`src/hw/rtl/ptb_pkg.sv`:
```
// ----------------------------------------------------------------------------
// ptb_pkg
// Shared types and constants of the page table builder.
// ----------------------------------------------------------------------------
package ptb_pkg;

    localparam int PoolTables   = 64;
    localparam int TableEntries = 512;
    localparam int NumTables    = PoolTables + 1;
    localparam int StoreDepth   = NumTables * TableEntries;
    localparam int AddrW        = $clog2(StoreDepth);
    localparam int TableW       = $clog2(NumTables);
    localparam int CountW       = $clog2(PoolTables + 1);
    localparam int EntryW       = 43;
    localparam int FrameW       = 40;

    localparam logic [1:0] KIND_MAP4K = 2'd0;
    localparam logic [1:0] KIND_MAP2M = 2'd1;
    localparam logic [1:0] KIND_READ  = 2'd2;

    localparam logic [1:0] ST_OK      = 2'd0;
    localparam logic [1:0] ST_NOPOOL  = 2'd1;
    localparam logic [1:0] ST_OUTSIDE = 2'd2;
    localparam logic [1:0] ST_NOTMAP  = 2'd3;

    // stored entry: frame, page size, write, present
    typedef struct packed {
        logic [FrameW-1:0] frame;
        logic              big_page;
        logic              write;
        logic              present;
    } entry_t;

    typedef struct packed {
        logic [1:0]  kind;
        logic [47:0] virtual_addr;
        logic [51:0] physical_addr;
        logic [31:0] page_count;
    } cmd_t;

    typedef struct packed {
        logic [1:0]        status;
        logic [51:0]       entry_word;
        logic              large_leaf;
        logic [CountW-1:0] tables_used;
    } rsp_t;

    // memory request from walker to store
    typedef struct packed {
        logic             rd;
        logic             wr;
        logic [AddrW-1:0] addr;
        entry_t           wdata;
    } mreq_t;

endpackage

```
`src/hw/rtl/ptb_walker.sv`:
```
// ----------------------------------------------------------------------------
// ptb_walker
// Sequencer that walks the tables and reads, modifies and writes entries.
// ----------------------------------------------------------------------------
module ptb_walker
    import ptb_pkg::*;
(
    input  logic              clk,
    input  logic              rst_n,
    input  logic              go,
    input  cmd_t              cmd,
    input  logic [FrameW-1:0] pool_base,
    input  entry_t            rdata,
    output mreq_t             req,
    output logic              active,
    output logic              done,
    output rsp_t              rsp
);

    localparam logic [2:0] S_IDLE  = 3'd0;
    localparam logic [2:0] S_CHECK = 3'd1;
    localparam logic [2:0] S_READ  = 3'd2;
    localparam logic [2:0] S_EVAL  = 3'd3;
    localparam logic [2:0] S_LEAF  = 3'd4;
    localparam logic [2:0] S_DONE  = 3'd5;

    logic [2:0]        state_reg, state_next;
    logic [1:0]        kind_reg;
    logic [48:0]       v_reg, v_next;
    logic [51:0]       p_reg, p_next;
    logic [63:0]       end_reg;
    logic [1:0]        lvl_reg, lvl_next;
    logic [TableW-1:0] tbl_reg, tbl_next;
    logic [CountW-1:0] used_reg, used_next;
    logic [1:0]        st_reg, st_next;
    logic [51:0]       word_reg, word_next;
    logic              lg_reg, lg_next;
    logic [63:0]       vext;

    logic [8:0]        idx;
    logic [FrameW-1:0] off;
    logic              large_kind, is_leaf_lvl, want_create;
    logic [48:0]       step;

    // address keeps a carry bit so a range may run past the top of the space
    assign vext       = {15'd0, v_reg};
    assign large_kind = (kind_reg == KIND_MAP2M);
    assign step       = large_kind ? 49'h20_0000 : 49'h1000;
    assign off        = rdata.frame - pool_base;
    assign want_create = (kind_reg != KIND_READ);
    // level index: lvl 3..0 selects bits
    always_comb
    begin
        unique case (lvl_reg)
            2'd3: idx = v_reg[47:39];
            2'd2: idx = v_reg[38:30];
            2'd1: idx = v_reg[29:21];
            default: idx = v_reg[20:12];
        endcase
    end
    // leaf level is 1 for large maps, 0 for small maps
    assign is_leaf_lvl = (lvl_reg == 2'd0) || (large_kind && lvl_reg == 2'd1);

    // command registers
    always_ff @(posedge clk)
    begin
        if (go)
        begin
            kind_reg <= cmd.kind;
            end_reg  <= {16'd0, cmd.virtual_addr} + {20'd0, cmd.page_count, 12'd0};
        end
    end

    always_ff @(posedge clk or negedge rst_n)
    begin
        if (!rst_n)
        begin
            state_reg <= S_IDLE;
            used_reg  <= '0;
        end
        else
        begin
            state_reg <= state_next;
            used_reg  <= used_next;
        end
    end

    always_ff @(posedge clk)
    begin
        v_reg    <= v_next;
        p_reg    <= p_next;
        lvl_reg  <= lvl_next;
        tbl_reg  <= tbl_next;
        st_reg   <= st_next;
        word_reg <= word_next;
        lg_reg   <= lg_next;
    end

    // walk sequencer
    always_comb
    begin
        state_next = state_reg;
        v_next     = v_reg;
        p_next     = p_reg;
        lvl_next   = lvl_reg;
        tbl_next   = tbl_reg;
        used_next  = used_reg;
        st_next    = st_reg;
        word_next  = word_reg;
        lg_next    = lg_reg;
        req        = '0;
        req.addr   = AddrW'({tbl_reg, idx});
        unique case (state_reg)
            S_IDLE:
            begin
                if (go)
                begin
                    v_next    = {1'b0, cmd.virtual_addr};
                    p_next    = cmd.physical_addr;
                    st_next   = ST_OK;
                    word_next = '0;
                    lg_next   = 1'b0;
                    if (cmd.kind == KIND_MAP4K || cmd.kind == KIND_MAP2M
                        || cmd.kind == KIND_READ)
                        state_next = S_CHECK;
                    else
                        state_next = S_DONE;
                end
            end
            // range check for maps, then start walk at level 4
            S_CHECK:
            begin
                lvl_next = 2'd3;
                tbl_next = '0;
                if (kind_reg == KIND_READ || vext < end_reg)
                    state_next = S_READ;
                else
                    state_next = S_DONE;
            end
            S_READ:
            begin
                if (want_create && is_leaf_lvl)
                    state_next = S_LEAF;
                else
                begin
                    req.rd     = 1'b1;
                    state_next = S_EVAL;
                end
            end
            S_EVAL:
            begin
                state_next = S_READ;
                if (rdata.present)
                begin
                    // a read ends at a level-1 entry or at a level-2 large entry
                    if (kind_reg == KIND_READ
                        && (lvl_reg == 2'd0 || (lvl_reg == 2'd1 && rdata.big_page)))
                    begin
                        word_next  = {rdata.frame, 4'd0, rdata.big_page, 5'd0,
                                      rdata.write, rdata.present};
                        lg_next    = rdata.big_page & (lvl_reg == 2'd1);
                        state_next = S_DONE;
                    end
                    else if (rdata.big_page || off >= FrameW'(used_reg))
                    begin
                        st_next    = ST_OUTSIDE;
                        state_next = S_DONE;
                    end
                    else
                    begin
                        tbl_next = TableW'(off) + 1'b1;
                        lvl_next = lvl_reg - 1'b1;
                    end
                end
                else if (!want_create)
                begin
                    st_next    = ST_NOTMAP;
                    state_next = S_DONE;
                end
                else if (used_reg >= CountW'(PoolTables))
                begin
                    st_next    = ST_NOPOOL;
                    state_next = S_DONE;
                end
                else
                begin
                    req.wr          = 1'b1;
                    req.wdata       = '0;
                    req.wdata.present = 1'b1;
                    req.wdata.write = 1'b1;
                    req.wdata.frame = pool_base + FrameW'(used_reg);
                    tbl_next        = TableW'(used_reg) + 1'b1;
                    used_next       = used_reg + 1'b1;
                    lvl_next        = lvl_reg - 1'b1;
                end
            end
            // write leaf and step to the next page
            S_LEAF:
            begin
                req.wr             = 1'b1;
                req.wdata          = '0;
                req.wdata.present  = 1'b1;
                req.wdata.write    = 1'b1;
                req.wdata.big_page = large_kind;
                req.wdata.frame    = p_reg[51:12];
                v_next             = v_reg + step;
                p_next             = p_reg + {3'd0, step};
                state_next         = S_CHECK;
            end
            S_DONE:
                state_next = S_IDLE;
            default:
                state_next = S_IDLE;
        endcase
    end

    assign active          = (state_reg != S_IDLE);
    assign done            = (state_reg == S_DONE);
    assign rsp.status      = st_reg;
    assign rsp.entry_word  = (st_reg == ST_OK) ? word_reg : '0;
    assign rsp.large_leaf  = (st_reg == ST_OK) & lg_reg;
    assign rsp.tables_used = used_reg;

`ifndef SYNTHESIS
    a_used_bound: assert property (@(posedge clk) disable iff (!rst_n)
        used_reg <= CountW'(PoolTables))
        else $error("pool count overflow");
    a_used_step: assert property (@(posedge clk) disable iff (!rst_n)
        used_reg != $past(used_reg) |-> used_reg == $past(used_reg) + 1'b1)
        else $error("pool count jumped");
    a_done_idle: assert property (@(posedge clk) disable iff (!rst_n)
        done |=> !active)
        else $error("walk not closed");
`endif

endmodule
```
`config.mk`:
```
export PLATFORM = sky130hd
export DESIGN_NAME = ptb_walker
export DESIGN_NICKNAME = d
export VERILOG_FILES = /design/src/hw/rtl/ptb_pkg.sv /design/src/hw/rtl/ptb_walker.sv
export SDC_FILE = /design/constraint.sdc
export NUM_CORES = 1
export LEC_CHECK = 0
export BUFFER_PORTS_ARGS = -buffer_cell sky130_fd_sc_hd__buf_2
export CELL_PAD_IN_SITES_DETAIL_PLACEMENT = 1
export CELL_PAD_IN_SITES_GLOBAL_PLACEMENT = 1
export CORE_MARGIN = 8
export CORE_UTILIZATION = 46
export DETAILED_ROUTE_END_ITERATION = 12
export PLACE_DENSITY = 0.93
export REMOVE_ABC_BUFFERS = 1
export SYNTH_ARGS = -nofsm -noshare
export SYNTH_HDL_FRONTEND = slang
export SYNTH_SLANG_ARGS = --single-unit
export TNS_END_PERCENT = 5
```
`constraint.sdc`:
```
create_clock -name clk -period 6.7 [get_ports clk]
set_input_delay 0.67 -clock clk [delete_from_list [all_inputs] [get_ports clk]]
set_output_delay 0.67 -clock clk [all_outputs]
set_load 0.01 [all_outputs]
```
==> impl.org, run 1 <==
** Synthesis
- Fraction of post-synthesis cell area in the top cell type by area :: 35.0%
- In the synthesized netlist the async set-or-reset flop fraction comes to 4.88%.
- Sequential cells were found to cover 36.5% of the synthesized design area.
- Ranked by total cell area, the synthesized netlist is headed by sky130_fd_sc_hd__edfxtp_1 (35%), sky130_fd_sc_hd__ha_1 (11%), sky130_fd_sc_hd__xnor2_1 (5.6%), sky130_fd_sc_hd__nand2_1 (5.4%), sky130_fd_sc_hd__o21ai_0 (4.5%).
- Count of unique library cells instantiated by Yosys :: 76
- Synth Flop Type :: sky130_fd_sc_hd__edfxtp_1
- Mean area per synthesized cell :: 8.85 sq um
- Synthesized flop and latch total :: 205
- Number of enable flip-flop cells after synthesis :: 195
- Of all cell types, the one taking the most synthesized area is sky130_fd_sc_hd__edfxtp_1.
- Post-Synthesis Cells :: 1893
- During synthesis, Yosys emitted a total of 0 warnings.
- Netlist area before placement :: 0.0168 sq mm

** Timing
- Setup repair after global routing left no endpoint under its margin.
- Final worst path period need :: 4.95 ns
- Final worst hold slack :: 0.303 ns
- Setup total negative slack on the finished layout was measured at 0 ns.
- Setup violations remaining at the end of the flow were counted as 0.
- After layout, the worst setup slack is 1.75 ns.
- At the pin with the least slew margin, the transition time is 1.15 ns.
- The number of slew-limit violations in the final report came to 0.
- Worst Clk Skew :: 0.0211 ns
- Final hold violation count :: 0
- In the finished design, the share of the clock period the worst path needs comes to 73.8%.
- For this run, the top clock speed supported by timing is 202 MHz.
- Slew HR :: 23.2%

** Clock network
- In this run, CTS created clock tree buffers numbering 25.
- Maximum clock path buffer count :: 3
- CTS placed an instance of sky130_fd_sc_hd__clkbuf_16 at the clock tree root.
- TritonCTS built the clock tree.
- Post-CTS Setup Repair Bufs :: 0
- Post-CTS repair changed the size of 0 cells.
- At the later pin of the worst-skew pair, clock insertion delay measures 0.56 ns.
- Total number of clock tree sinks :: 205
- Clock-pin slew was measured on the worst setup and hold paths at 0.06 ns.
- Depth of the CTS H-tree :: 1

** Worst setup path
- STA classifies the critical path startpoint as a register.
- By startpoint and endpoint, the worst setup path is classified as register to output port.
- STA puts the critical path data arrival time at 4.28 ns.
- The startpoint identified for the worst register-to-register timing path is kind_reg[0]$_DFFE_PP_.
- Required time of the worst setup path :: 6.03 ns
- Largest fanout on the critical path :: 6
- Crit path launch :: used_reg[1]$_DFFE_PN0P_
- Reg-to-reg slack, setup :: 2.83 ns
- STA classifies the critical path endpoint as an output port.

** Route
- Across all layers, the routed design uses 15800 vias.
- Wirelength, routed :: 61400 um
- Violation count after the first detailed-routing iteration :: 1270
- Pre-Repair DR Iteration Count :: 5
- After detailed routing, the number of remaining DRC violations is 0.
- Routed length per instance :: 23.0 um
- Antenna Violating Nets Remaining :: 0
- Using the TritonRoute via totals, the vias-per-cell ratio works out to 5.93.

** Floorplan
- Die width :: 207 um
- Once the floorplan was initialized, standard cells occupied 46.2% of the core.
- Standard cell core area :: 0.0363 sq mm
- Ports placed on the boundary :: 345
- Row cnt :: 70
- Height of the chip :: 207 um
- The floorplan step defined a die boundary enclosing 0.0428 sq mm.

** Power
- Leakage :: 8.83 nW
- Maximum vdd drop :: 0.000181 V
- For this design the ratio of total power to cell area is 299 mW/mm^2.
- Power consumption :: 5.84 mW

** Place
- Placed cell count :: 2619
- Placement-stage cell area :: 0.0187 sq mm
- OpenSTA, run right after detailed placement, puts the worst setup slack at 1.56 ns.
- At the end of routability-driven placement, the weighted congestion stood at 0.982.
- Half-perimeter wire length after placement :: 49000 um
- Number of buffers added on ports :: 323

** Final layout
- From synthesis to final layout, the design area changed by 16.6%.
- Measured on the finished design, the core utilization comes to 53.9%.
- The filler cells instantiated in the layout total 4353.
- With fillers left out, the area of the finished cells amounts to 0.0195 sq mm.
- Proportion of layout cells with a drive suffix above 1 :: 18.0%
- Post-Layout Cell Count :: 2671
- At the end of the flow, the number of nets in the layout was 2549.

** Global routing
- Largest net degree at the start of global routing :: 105
- After global routing the overflow that remains totals 0.
- Across every metal layer, demand over resource in global routing totals 27.6%.
- The first global-routing pass estimated 93100 um of wire.
- Antenna violations before repair :: 12
- Vias in the first global route :: 16700

** Status
- Result of the run :: complete, no violations

** Min path
- Hold Crit Class :: input pin to register
- Beginning of the worst hold path :: cmd[94]

** Job
- Across the run, the number of max-cap violations was 0.
area by class of cell:
type,count,area (sq um),share of cell area (%)
clock buffer,26,629,3.22
tap,468,586,3.00
inverter,147,552,2.83
antenna,5,12.5,0.0641
sequential,205,6110,31.3
timing repair buffer,334,1700,8.71
multi-input combinational,1466,9770,50.0
clock inverter,20,178,0.910
cells by family (layout without fill, tap and decap cells):
group                      count (synthesis)  count (layout)  synth area share [%]
other                                      1              14                0.0224
buffers and inverters                    230             527                  5.56
and+or+nand+nor                          680             680                  19.9
adders and majority gates                150             150                  11.3
AOI/OAI and AO/OA                        438             438                  16.7
DFF                                      205             205                  36.5
xor gates and xnor gates                 176             176                  9.20
muxes                                     13              13                 0.784
per-layer routing:
| metal | share of wire (%) | global-route usage (%) | vias up |
|---|---|---|---|
| li1 | - | - | 7339 |
| met1 | 41 | 34.4 | 7692 |
| met2 | 48 | 47.4 | 624 |
| met4 | 3.8 | 10.3 | 16 |
| met5 | 0.17 | 0 | - |
| met3 | 7.2 | 4.99 | 160 |
worst max-delay path: stages, from the launching register on:
cell and delay [ns]:
sky130_fd_sc_hd__dfrtp_1 0.47, sky130_fd_sc_hd__ha_1 0.35, sky130_fd_sc_hd__a21o_1 0.17, sky130_fd_sc_hd__a21oi_1 0.37
sky130_fd_sc_hd__o21bai_1 0.13, sky130_fd_sc_hd__a21oi_1 0.24, sky130_fd_sc_hd__o21bai_1 0.10, sky130_fd_sc_hd__a21oi_1 0.65
sky130_fd_sc_hd__or3_1 0.33, sky130_fd_sc_hd__nor2_1 0.08, sky130_fd_sc_hd__xnor2_1 0.40, sky130_fd_sc_hd__o21ai_0 0.23
sky130_fd_sc_hd__buf_2 0.19
cell usage after synthesis, types with 10 or more instances:
cell,count
sky130_fd_sc_hd__nand2b_1,24
sky130_fd_sc_hd__nand2_1,241
sky130_fd_sc_hd__a21oi_1,92
sky130_fd_sc_hd__edfxtp_1,195
sky130_fd_sc_hd__clkbuf_1,65
sky130_fd_sc_hd__nand4_1,39
sky130_fd_sc_hd__a21o_1,52
sky130_fd_sc_hd__nor4_1,16
sky130_fd_sc_hd__nand3_1,54
sky130_fd_sc_hd__and3_1,54
sky130_fd_sc_hd__and2_1,61
sky130_fd_sc_hd__nor2b_1,16
sky130_fd_sc_hd__inv_1,147
sky130_fd_sc_hd__dfrtp_1,10
sky130_fd_sc_hd__or3_1,10
sky130_fd_sc_hd__o21ai_0,152
sky130_fd_sc_hd__nor2_1,107
sky130_fd_sc_hd__ha_1,147
sky130_fd_sc_hd__buf_4,14
sky130_fd_sc_hd__a211oi_1,15
sky130_fd_sc_hd__mux2i_1,12
sky130_fd_sc_hd__nor3_1,32
sky130_fd_sc_hd__xor2_1,68
sky130_fd_sc_hd__o21a_1,11
sky130_fd_sc_hd__xnor2_1,108
sky130_fd_sc_hd__a31oi_1,16
placed cells by master (no fill, tap or decap), types with 15 or more instances in the layout:
cell type,netlist,final
sky130_fd_sc_hd__nor4_1,16,16
sky130_fd_sc_hd__xor2_1,68,68
sky130_fd_sc_hd__nor2_1,107,106
sky130_fd_sc_hd__clkbuf_16,0,25
sky130_fd_sc_hd__and2_1,61,61
sky130_fd_sc_hd__inv_1,147,147
sky130_fd_sc_hd__nand4_1,39,39
sky130_fd_sc_hd__o21ai_0,152,152
sky130_fd_sc_hd__xnor2_1,108,108
sky130_fd_sc_hd__a31oi_1,16,16
sky130_fd_sc_hd__a21o_1,52,52
sky130_fd_sc_hd__nand3_1,54,54
sky130_fd_sc_hd__and3_1,54,54
sky130_fd_sc_hd__buf_2,1,323
sky130_fd_sc_hd__nor3_1,32,32
sky130_fd_sc_hd__ha_1,147,147
sky130_fd_sc_hd__edfxtp_1,195,195
sky130_fd_sc_hd__nand2_1,241,238
sky130_fd_sc_hd__nand2b_1,24,24
sky130_fd_sc_hd__nor2b_1,16,15
sky130_fd_sc_hd__a21oi_1,92,92
sky130_fd_sc_hd__a211oi_1,15,15
where the power goes:
group | total [mW] | internal [mW] | switching [mW] | leakage (nW)
logic | 2.26 | 0.806 | 1.46 | 6.47
clock network | 1.38 | 0.767 | 0.609 | 0.382
registers | 2.20 | 1.90 | 0.296 | 1.98
total | 5.84 | 3.48 | 2.36 | 8.83
worst paths after layout:
| path | endpoint | cells past startpoint |
|---|---|---|
| worst max register to register | p_reg[50]$_DFFE_PP_ | 13 |
| worst min-delay path | end_reg[10]$_DFFE_PP_ | 1 |
| worst max-delay path | req[24] | 12 |
| worst min register to register | used_reg[5]$_DFFE_PN0P_ | 1 |
| min in group asynchronous | used_reg[2]$_DFFE_PN0P_ | 2 |
| max in group asynchronous | state_reg[0]$_DFFE_PN0P_ | 2 |
what timing repair did:
item,in CTS,in global routing
hold buffers,1,0
endpoints found under the hold margin,10,0
endpoints found under the setup margin,0,0
Power figures use the tool's default switching activity.
==> run 2: changes to the inputs <==
--- a/config.mk
+++ b/config.mk
@@ -9,9 +9,9 @@
 export CELL_PAD_IN_SITES_DETAIL_PLACEMENT = 1
 export CELL_PAD_IN_SITES_GLOBAL_PLACEMENT = 1
 export CORE_MARGIN = 8
-export CORE_UTILIZATION = 46
+export CORE_UTILIZATION = 38
 export DETAILED_ROUTE_END_ITERATION = 12
-export PLACE_DENSITY = 0.93
+export PLACE_DENSITY = 0.83
 export REMOVE_ABC_BUFFERS = 1
 export SYNTH_ARGS = -nofsm -noshare
 export SYNTH_HDL_FRONTEND = slang
==> constraint.sdc (replaced) <==
create_clock -name clk -period 4.37 [get_ports clk]
set_input_delay 0.437 -clock clk [delete_from_list [all_inputs] [get_ports clk]]
set_output_delay 0.437 -clock clk [all_outputs]
set_load 0.01 [all_outputs]
==> impl.org, run 2 (synthesized netlist as in run 1, its figures left out) <==
** Timing
- The total setup violations reported at the end of the flow is 0 (unchanged).
- Setup repair after global routing could not meet its margin everywhere.
- Based on the critical path, the design can be clocked at up to 242 MHz.
- After layout, the worst path uses 94.6% of the clock period.
- The aggregate negative setup slack is 0 ns (unchanged).
- The final-report hold violation count is 0 (unchanged).
- Worst Slack Setup Final :: 0.237 ns (-1.52 ns)
- The transition at the pin with the smallest max-transition slack was 1.12 ns (-0.0306 ns).
- The number of slew-limit violations in the final report was 0 (unchanged).
- Worst Clk Skew :: 0.0170 ns (-0.00410 ns)
- The smallest clock period supported by the final layout is computed as 4.13 ns.
- The normalized max-slew margin is 25.5% (+2.3 points).

** Power
- Combinational share of power :: 39.2% (+0.4 points)
- The switching power as a share of total power came to 40.0% (-0.43 points).
- Reported net switching power :: 3.57 mW (+51%)
- The power share of the sequential group was 37.7% (about the same).
- The standby leakage power was 9.02 nW (+2.1%).
- Power density relative to cell area :: 446 mW/mm^2 (+49%)
- The internal portion of total power is 5.35 mW (+54%).
- The total power consumption of the routed design was 8.92 mW (+53%).
- Maximum vdd drop :: 0.000334 V (+85%)
- Power share of the clock group :: 23.1% (-0.5 points)

** Place
- Post-Place Setup Slack :: -0.410 ns (-1.97 ns)
- The estimated wirelength of the detail-placed design is 50200 um (+2.4%).
- Placement-stage cell area :: 0.0191 sq mm (+2.2%)
- The count of port buffers added during placement was 323 (unchanged).
- The global placement routability congestion came to 0.911 (-7.2%).

** Route
- Number of design rule violations left after detail routing :: 0 (unchanged)
- The number of iterations in the first detailed-routing pass is 6 (+1).
- The detail-routed net length per standard cell was 21.9 um (-4.8%).
- Wirelength, routed :: 62000 um (+0.96%)
- The via count of the routed design came to 15600 (-1.2%).
- Violation count after the first detailed-routing iteration :: 1016 (-20%)
- Via density :: 5.52 (-6.8%)
- The remaining antenna violation count came to 0 (unchanged).

** Clock network
- Clock latency at the later pin of the worst-skew pair :: 0.56 ns (about the same)
- Root buf cell :: sky130_fd_sc_hd__clkbuf_16
- The clock input transition at the sequential cells of the worst setup and hold paths came to 0.06 ns (about the same).
- TritonCTS built the clock tree.
- The total number of H-tree levels came to 1 (unchanged).
- The number of buffers on the longest clock path is 3 (unchanged).
- Total CTS buffers :: 26 (+4.0%)
- Total number of clock tree sinks :: 205 (unchanged)
- Post-CTS Setup Repair Bufs :: 0 (unchanged)

** Final layout
- Proportion of layout cells with a drive suffix above 1 :: 19.4% (+1.5 points)
- Number of filler instances in the final layout :: 5229 (+20%)
- From synthesis to final layout, the design area changed by 19.3%.
- The cell area after layout was 0.0200 sq mm (+2.3%).
- Top library cells by usage in the layout, fill and taps aside :: sky130_fd_sc_hd__buf_2 (323), sky130_fd_sc_hd__nand2_1 (238), sky130_fd_sc_hd__edfxtp_1 (195)
- Area of the multi-input gates :: 0.00980 sq mm (+0.35%)
- Leaving out fill and tap cells, the most frequent cell in the layout is sky130_fd_sc_hd__buf_2.
- Layout Nets :: 2585 (+1.4%)
- Sequential Area :: 0.00611 sq mm (unchanged)
- The final standard cell utilization of the core was 45.6% (-8.3 points).

** Worst setup path
- The setup path with the least slack is of type register to output port.
- Critical path arrival :: 3.70 ns (-0.58 ns)
- The largest fanout on the critical path came to 7 (+1).
- Sort of element at the end of the critical path :: output port
- Cell chain of the critical path :: ha_1 > a21oi_1 > o21bai_1 > a21oi_1 > o21bai_1 > a21oi_2 > nor4_2 > or3b_2 > xnor2_1 > o21ai_0 > buf_2
- Slowest cell on the critical path :: sky130_fd_sc_hd__or3b_2
- Stage delay of the slowest cell on the critical path :: 0.50 ns (-0.15 ns)
- STA classifies the critical path startpoint as a register.
- Required time of the worst setup path :: 3.93 ns (-2.10 ns)

** Floorplan
- Ports placed on the boundary :: 345 (unchanged)
- The placeable core area was 0.0438 sq mm (+21%).
- Die width :: 226 um (+9.2%)
- The die outline area came to 0.0511 sq mm (+19%).
- Height of the chip :: 226 um (+9.2%)
- Initial standard-cell utilization of the core :: 38.2% (-8.0 points)
- The number of standard-cell rows in the floorplan came to 77 (+10%).

** Global routing
- The number of antenna violations at the first check in global routing was 8 (-4).
- The total congestion overflow was 0 (unchanged).
- The largest net degree at the start of global routing was 109 (+3.8%).
- The number of global-route vias before repair came to 16500 (-1.2%).
- The aggregate global-route resource usage is 23.3% (-4.3 points).
- Wire length of the first global-routing pass :: 94400 um (+1.4%)

** Min path
- The path class of the tightest hold or removal check is input pin to register.

** Job
- The number of violations of the max-capacitance limit was 0 (unchanged).

** Status
- The flow ran to the end, and the final reports show no timing, DRC or antenna violations.
[run 2: area by class of cell]
type	instances	area share, %
well taps	592	3.71
flip-flops and latches	205	30.5
diodes	6	0.0751
multi-input cells	1466	49.0
clock buffers	29	3.31
repair buffers	369	9.83
inverters	147	2.76
clock inverters	18	0.739
[run 2: timing repair]
action	in CTS	in global routing
endpoints found under the setup margin	0	19
hold buffers	1	0
resized for setup	0	6
hold endpoints to repair	10	0
[run 2: metrics by stage]
step	std cells	hold slack, ns
final	2832	0.0562
after global routing	2827	0.0345
after CTS	2826	0.0286
after detailed placement	2778	0.338
after global placement	2778	0.325
after floorplan	1818	0.141
[run 2: per-layer routing]
layer  vias up  share of wire [%]  GRT usage [%]
met4         6                2.9           6.83
met3       104                6.5           4.13
li1       7411                  -              -
met2       470                 49           40.7
met5         -              0.060              0
met1      7647                 42           29.2
[run 2: power by group through the flow]
stage	clock network, mW	logic, mW	registers, mW
after floorplan	0	2.13	3.27
after global placement	0	3.30	3.35
after detailed placement	0	3.46	3.38
after CTS	2.11	3.50	3.35
after global routing	2.18	3.84	3.42
final	2.06	3.49	3.36
[run 2: path summary, 6_finish.rpt]
kind / startpoint / end / slack (ns) / depth (start not counted)
min in group asynchronous: rst_n / used_reg[1]$_DFFE_PN0P_ / 0.32 / 2
worst max register to register: kind_reg[0]$_DFFE_PP_ / p_reg[49]$_DFFE_PP_ / 0.59 / 12
max in group asynchronous: rst_n / state_reg[1]$_DFFE_PN0P_ / 3.82 / 2
worst min-delay path: cmd[95] / end_reg[11]$_DFFE_PP_ / 0.06 / 1
worst min register to register: used_reg[5]$_DFFE_PN0P_ / used_reg[5]$_DFFE_PN0P_ / 0.61 / 1
worst max-delay path: used_reg[2]$_DFFE_PN0P_ / req[29] / 0.24 / 11
[run 2: worst max-delay path: cells and delay by family, from the launching register on]
kind	cells	cell delay [ns]
AO/OA/AOI/OAI	6	1.07
XOR/XNOR	1	0.17
adder cells (fa/ha/maj)	1	0.38
buffers and inverters	1	0.18
flip-flops	1	0.48
AND/OR/NAND/NOR	2	0.85
==> run 3: changes to the inputs <==
--- a/config.mk
+++ b/config.mk
@@ -5,13 +5,14 @@
 export SDC_FILE = /design/constraint.sdc
 export NUM_CORES = 1
 export LEC_CHECK = 0
-export BUFFER_PORTS_ARGS = -buffer_cell sky130_fd_sc_hd__buf_2
 export CELL_PAD_IN_SITES_DETAIL_PLACEMENT = 1
 export CELL_PAD_IN_SITES_GLOBAL_PLACEMENT = 1
 export CORE_MARGIN = 8
-export CORE_UTILIZATION = 38
+export CORE_UTILIZATION = 44
 export DETAILED_ROUTE_END_ITERATION = 12
-export PLACE_DENSITY = 0.83
+export DONT_BUFFER_PORTS = 1
+export HOLD_SLACK_MARGIN = 0.06
+export PLACE_DENSITY = 0.82
 export REMOVE_ABC_BUFFERS = 1
 export SYNTH_ARGS = -nofsm -noshare
 export SYNTH_HDL_FRONTEND = slang
==> impl.org, run 3 (synthesized netlist as in run 1, its figures left out) <==
** Clock network
- Clock-pin slew reported for the worst setup and hold paths after clock tree synthesis :: 0.06 ns (about the same)
- The TritonCTS sink count was 205 (unchanged).
- Root buf cell :: sky130_fd_sc_hd__clkbuf_16
- The number of buffers on the longest clock path came to 3 (unchanged).
- Total CTS buffers :: 25 (-3.8%)
- CTS tree :: yes
- Clock latency at the later pin of the worst-skew pair :: 0.56 ns (about the same)
- Depth of the CTS H-tree :: 1 (unchanged)

** Worst setup path
- The worst register-to-register path ends at p_reg[49]$_DFFE_PP_.
- Launch instance of the worst register-to-register path :: kind_reg[0]$_DFFE_PP_
- Reg-to-reg slack, setup :: 0.50 ns (-0.09 ns)
- The required time at the worst-slack endpoint was 3.93 ns (about the same).
- The logic depth of the worst register-to-register path came to 12 (unchanged).
- WS Path Type :: register to output port
- The arrival time of data at the critical path endpoint came to 3.83 ns (+0.13 ns).
- Sort of element at the end of the critical path :: output port
- The worst setup path is launched from a register.
- The largest fanout on the critical path is 6 (-1).

** Timing
- Final worst hold slack :: 0.0765 ns (+0.0203 ns)
- Final hold violation count :: 0 (unchanged)
- Slew at the pin with the worst max-slew slack :: 1.12 ns (+0.00179 ns)
- The minimum setup slack in the final design is 0.105 ns (-0.132 ns).
- The aggregate negative setup slack is 0 ns (unchanged).
- Maximum clock frequency :: 234 MHz (-3.1%)
- Number of failing setup endpoints in the final timing report :: 0 (unchanged)
- Final worst path period need :: 4.27 ns (+0.132 ns)
- Portion of the clock cycle consumed by the worst path in the final layout :: 97.6% (+3.0 points)
- The number of slew-limit violations in the final report came to 0 (unchanged).
- The worst clock skew was 0.0189 ns (+0.00188 ns).
- Slew HR :: 25.1% (-0.38 points)

** Min path
- Beginning of the worst hold path :: cmd[89]
- The min-delay analysis places its worst path in the category input pin to register.
- Number of cells traversed by the worst hold path :: 1 (unchanged)
- The path with the worst hold slack has its endpoint at v_reg[5]$_DFFE_PP_.

** Global routing
- The number of global-route vias before repair came to 15900 (-3.4%).
- The total congestion overflow was 0 (unchanged).
- The largest net degree at the start of global routing is 96 (-12%).
- The number of antenna violations at the first check in global routing came to 6 (-2).
- Aggregate global-route resource usage :: 26.3% (+3.0 points)
- Wire length of the first global-routing pass :: 92600 um (-1.9%)

** Final layout
- Most common cell after layout, fill and taps aside :: sky130_fd_sc_hd__nand2_1
- End-of-flow core utilization :: 50.0% (+4.4 points)
- Compared with the post-synthesis result, the final layout area differs by 12.1%.
- Area of the multi-input gates :: 0.00980 sq mm (about the same)
- Layout Nets :: 2321 (-10%)
- Post-route cell area :: 0.0188 sq mm (-6.0%)
- The area used by sequential logic in the layout came to 0.00611 sq mm (about the same).
- Post-Layout Cell Count :: 2480 (-12%)
- Proportion of layout cells with a drive suffix above 1 :: 7.11% (-12 points)
- Top library cells by usage in the layout, fill and taps aside :: sky130_fd_sc_hd__nand2_1 (238), sky130_fd_sc_hd__edfxtp_1 (195), sky130_fd_sc_hd__o21ai_0 (152)
- Number of filler instances in the final layout :: 4409 (-16%)

** Route
- The detail-routed via count per cell came to 5.97 (+8.2%).
- The wire length reported by the detailed router was 61000 um (-1.6%).
- Pre-Repair DR Iteration Count :: 6 (unchanged)
- The detail-routed net length per standard cell is 24.6 um (+12%).
- Number of design rule violations left after detail routing :: 0 (unchanged)
- The via count of the routed design is 14800 (-5.3%).
- Violation count after the first detailed-routing iteration :: 998 (-1.8%)
- The remaining antenna violation count is 0 (unchanged).

** Power
- The total power consumption of the routed design is 8.71 mW (-2.3%).
- Maximum vdd drop :: 0.000314 V (-6.1%)
- The power per cell area came to 464 mW/mm^2 (+4.0%).
- Leakage :: 7.92 nW (-12%)

** Floorplan
- Standard cell core area :: 0.0376 sq mm (-14%)
- Die width :: 211 um (-6.6%)
- Initial standard-cell utilization of the core :: 44.6% (+6.4 points)
- The height of the chip came to 211 um (-6.6%).
- Overall die area :: 0.0446 sq mm (-13%)
- Ports placed on the boundary :: 345 (unchanged)
- Row cnt :: 71 (-7.8%)

** Job
- The number of violations of the max-capacitance limit came to 0 (unchanged).

** Place
- Placed cell count :: 2402 (-14%)
- Number of buffers added on ports :: 0 (-100%)
- The estimated wirelength of the detail-placed design was 47600 um (-5.2%).
- Placement-stage cell area :: 0.0176 sq mm (-7.8%)
- Post-Place Setup Slack :: -0.227 ns (+0.183 ns)
- The global placement routability congestion was 0.932 (+2.3%).

** Status
- Result of the run :: complete, no violations
run 3: power by group:
group          switching (mW)  internal [mW]  leakage [nW]
combinational            2.15           1.16          5.56
sequential              0.473           2.92          1.98
clock                   0.870           1.15         0.377
total                    3.49           5.22          7.92
run 3: worst max path at each step:
stage	from	end	slack, ns	depth (start not counted)
after floorplan	state_reg[1]$_DFFE_PN0P_	state_reg[0]$_DFFE_PN0P_	-2.33	6
after global placement	rdata[3]	tbl_reg[0]$_SDFFCE_PN0P_	-0.14	17
after detailed placement	rdata[3]	tbl_reg[0]$_SDFFCE_PN0P_	-0.23	17
after CTS	used_reg[1]$_DFFE_PN0P_	req[39]	-0.03	13
after global routing	rdata[3]	tbl_reg[0]$_SDFFCE_PN0P_	-0.07	17
final	used_reg[1]$_DFFE_PN0P_	req[38]	0.10	13
run 3: metal layers:
metal  global-route usage [%]  vias up  wire (um)
met5                        0        -         63
met3                     5.92      125       4750
met2                     46.3      536      30200
li1                         -     6866          -
met4                     10.3       10       2330
met1                     30.8     7278      23700
run 3: layout make-up:
type,instances,area share [%]
flip-flops and latches,205,32.5
repair buffers,106,4.84
multi-input cells,1466,52.2
clock buffers,34,3.62
diodes,1,0.0133
clock inverters,10,0.480
inverters,147,2.94
well taps,511,3.40
run 3: repair_timing:
| item | CTS | global route |
|---|---|---|
| setup endpoints to repair | 9 | 15 |
| hold buffers | 33 | 0 |
| endpoints found under the hold margin | 98 | 0 |
| setup buffers | 0 | 0 |
| resized for setup | 3 | 6 |
run 3: worst max-delay path, cell delays in order, from the launching register on:
cell	delay (ns)
sky130_fd_sc_hd__dfrtp_2	0.48
sky130_fd_sc_hd__ha_1	0.29
sky130_fd_sc_hd__a21o_1	0.16
sky130_fd_sc_hd__a21oi_1	0.32
sky130_fd_sc_hd__o21bai_1	0.13
sky130_fd_sc_hd__a21oi_1	0.24
sky130_fd_sc_hd__o21bai_1	0.13
sky130_fd_sc_hd__a21oi_2	0.35
sky130_fd_sc_hd__and4bb_2	0.34
sky130_fd_sc_hd__nand4_1	0.22
sky130_fd_sc_hd__nor3_1	0.10
sky130_fd_sc_hd__xnor2_1	0.16
sky130_fd_sc_hd__o21ai_0	0.19
sky130_fd_sc_hd__buf_4	0.15
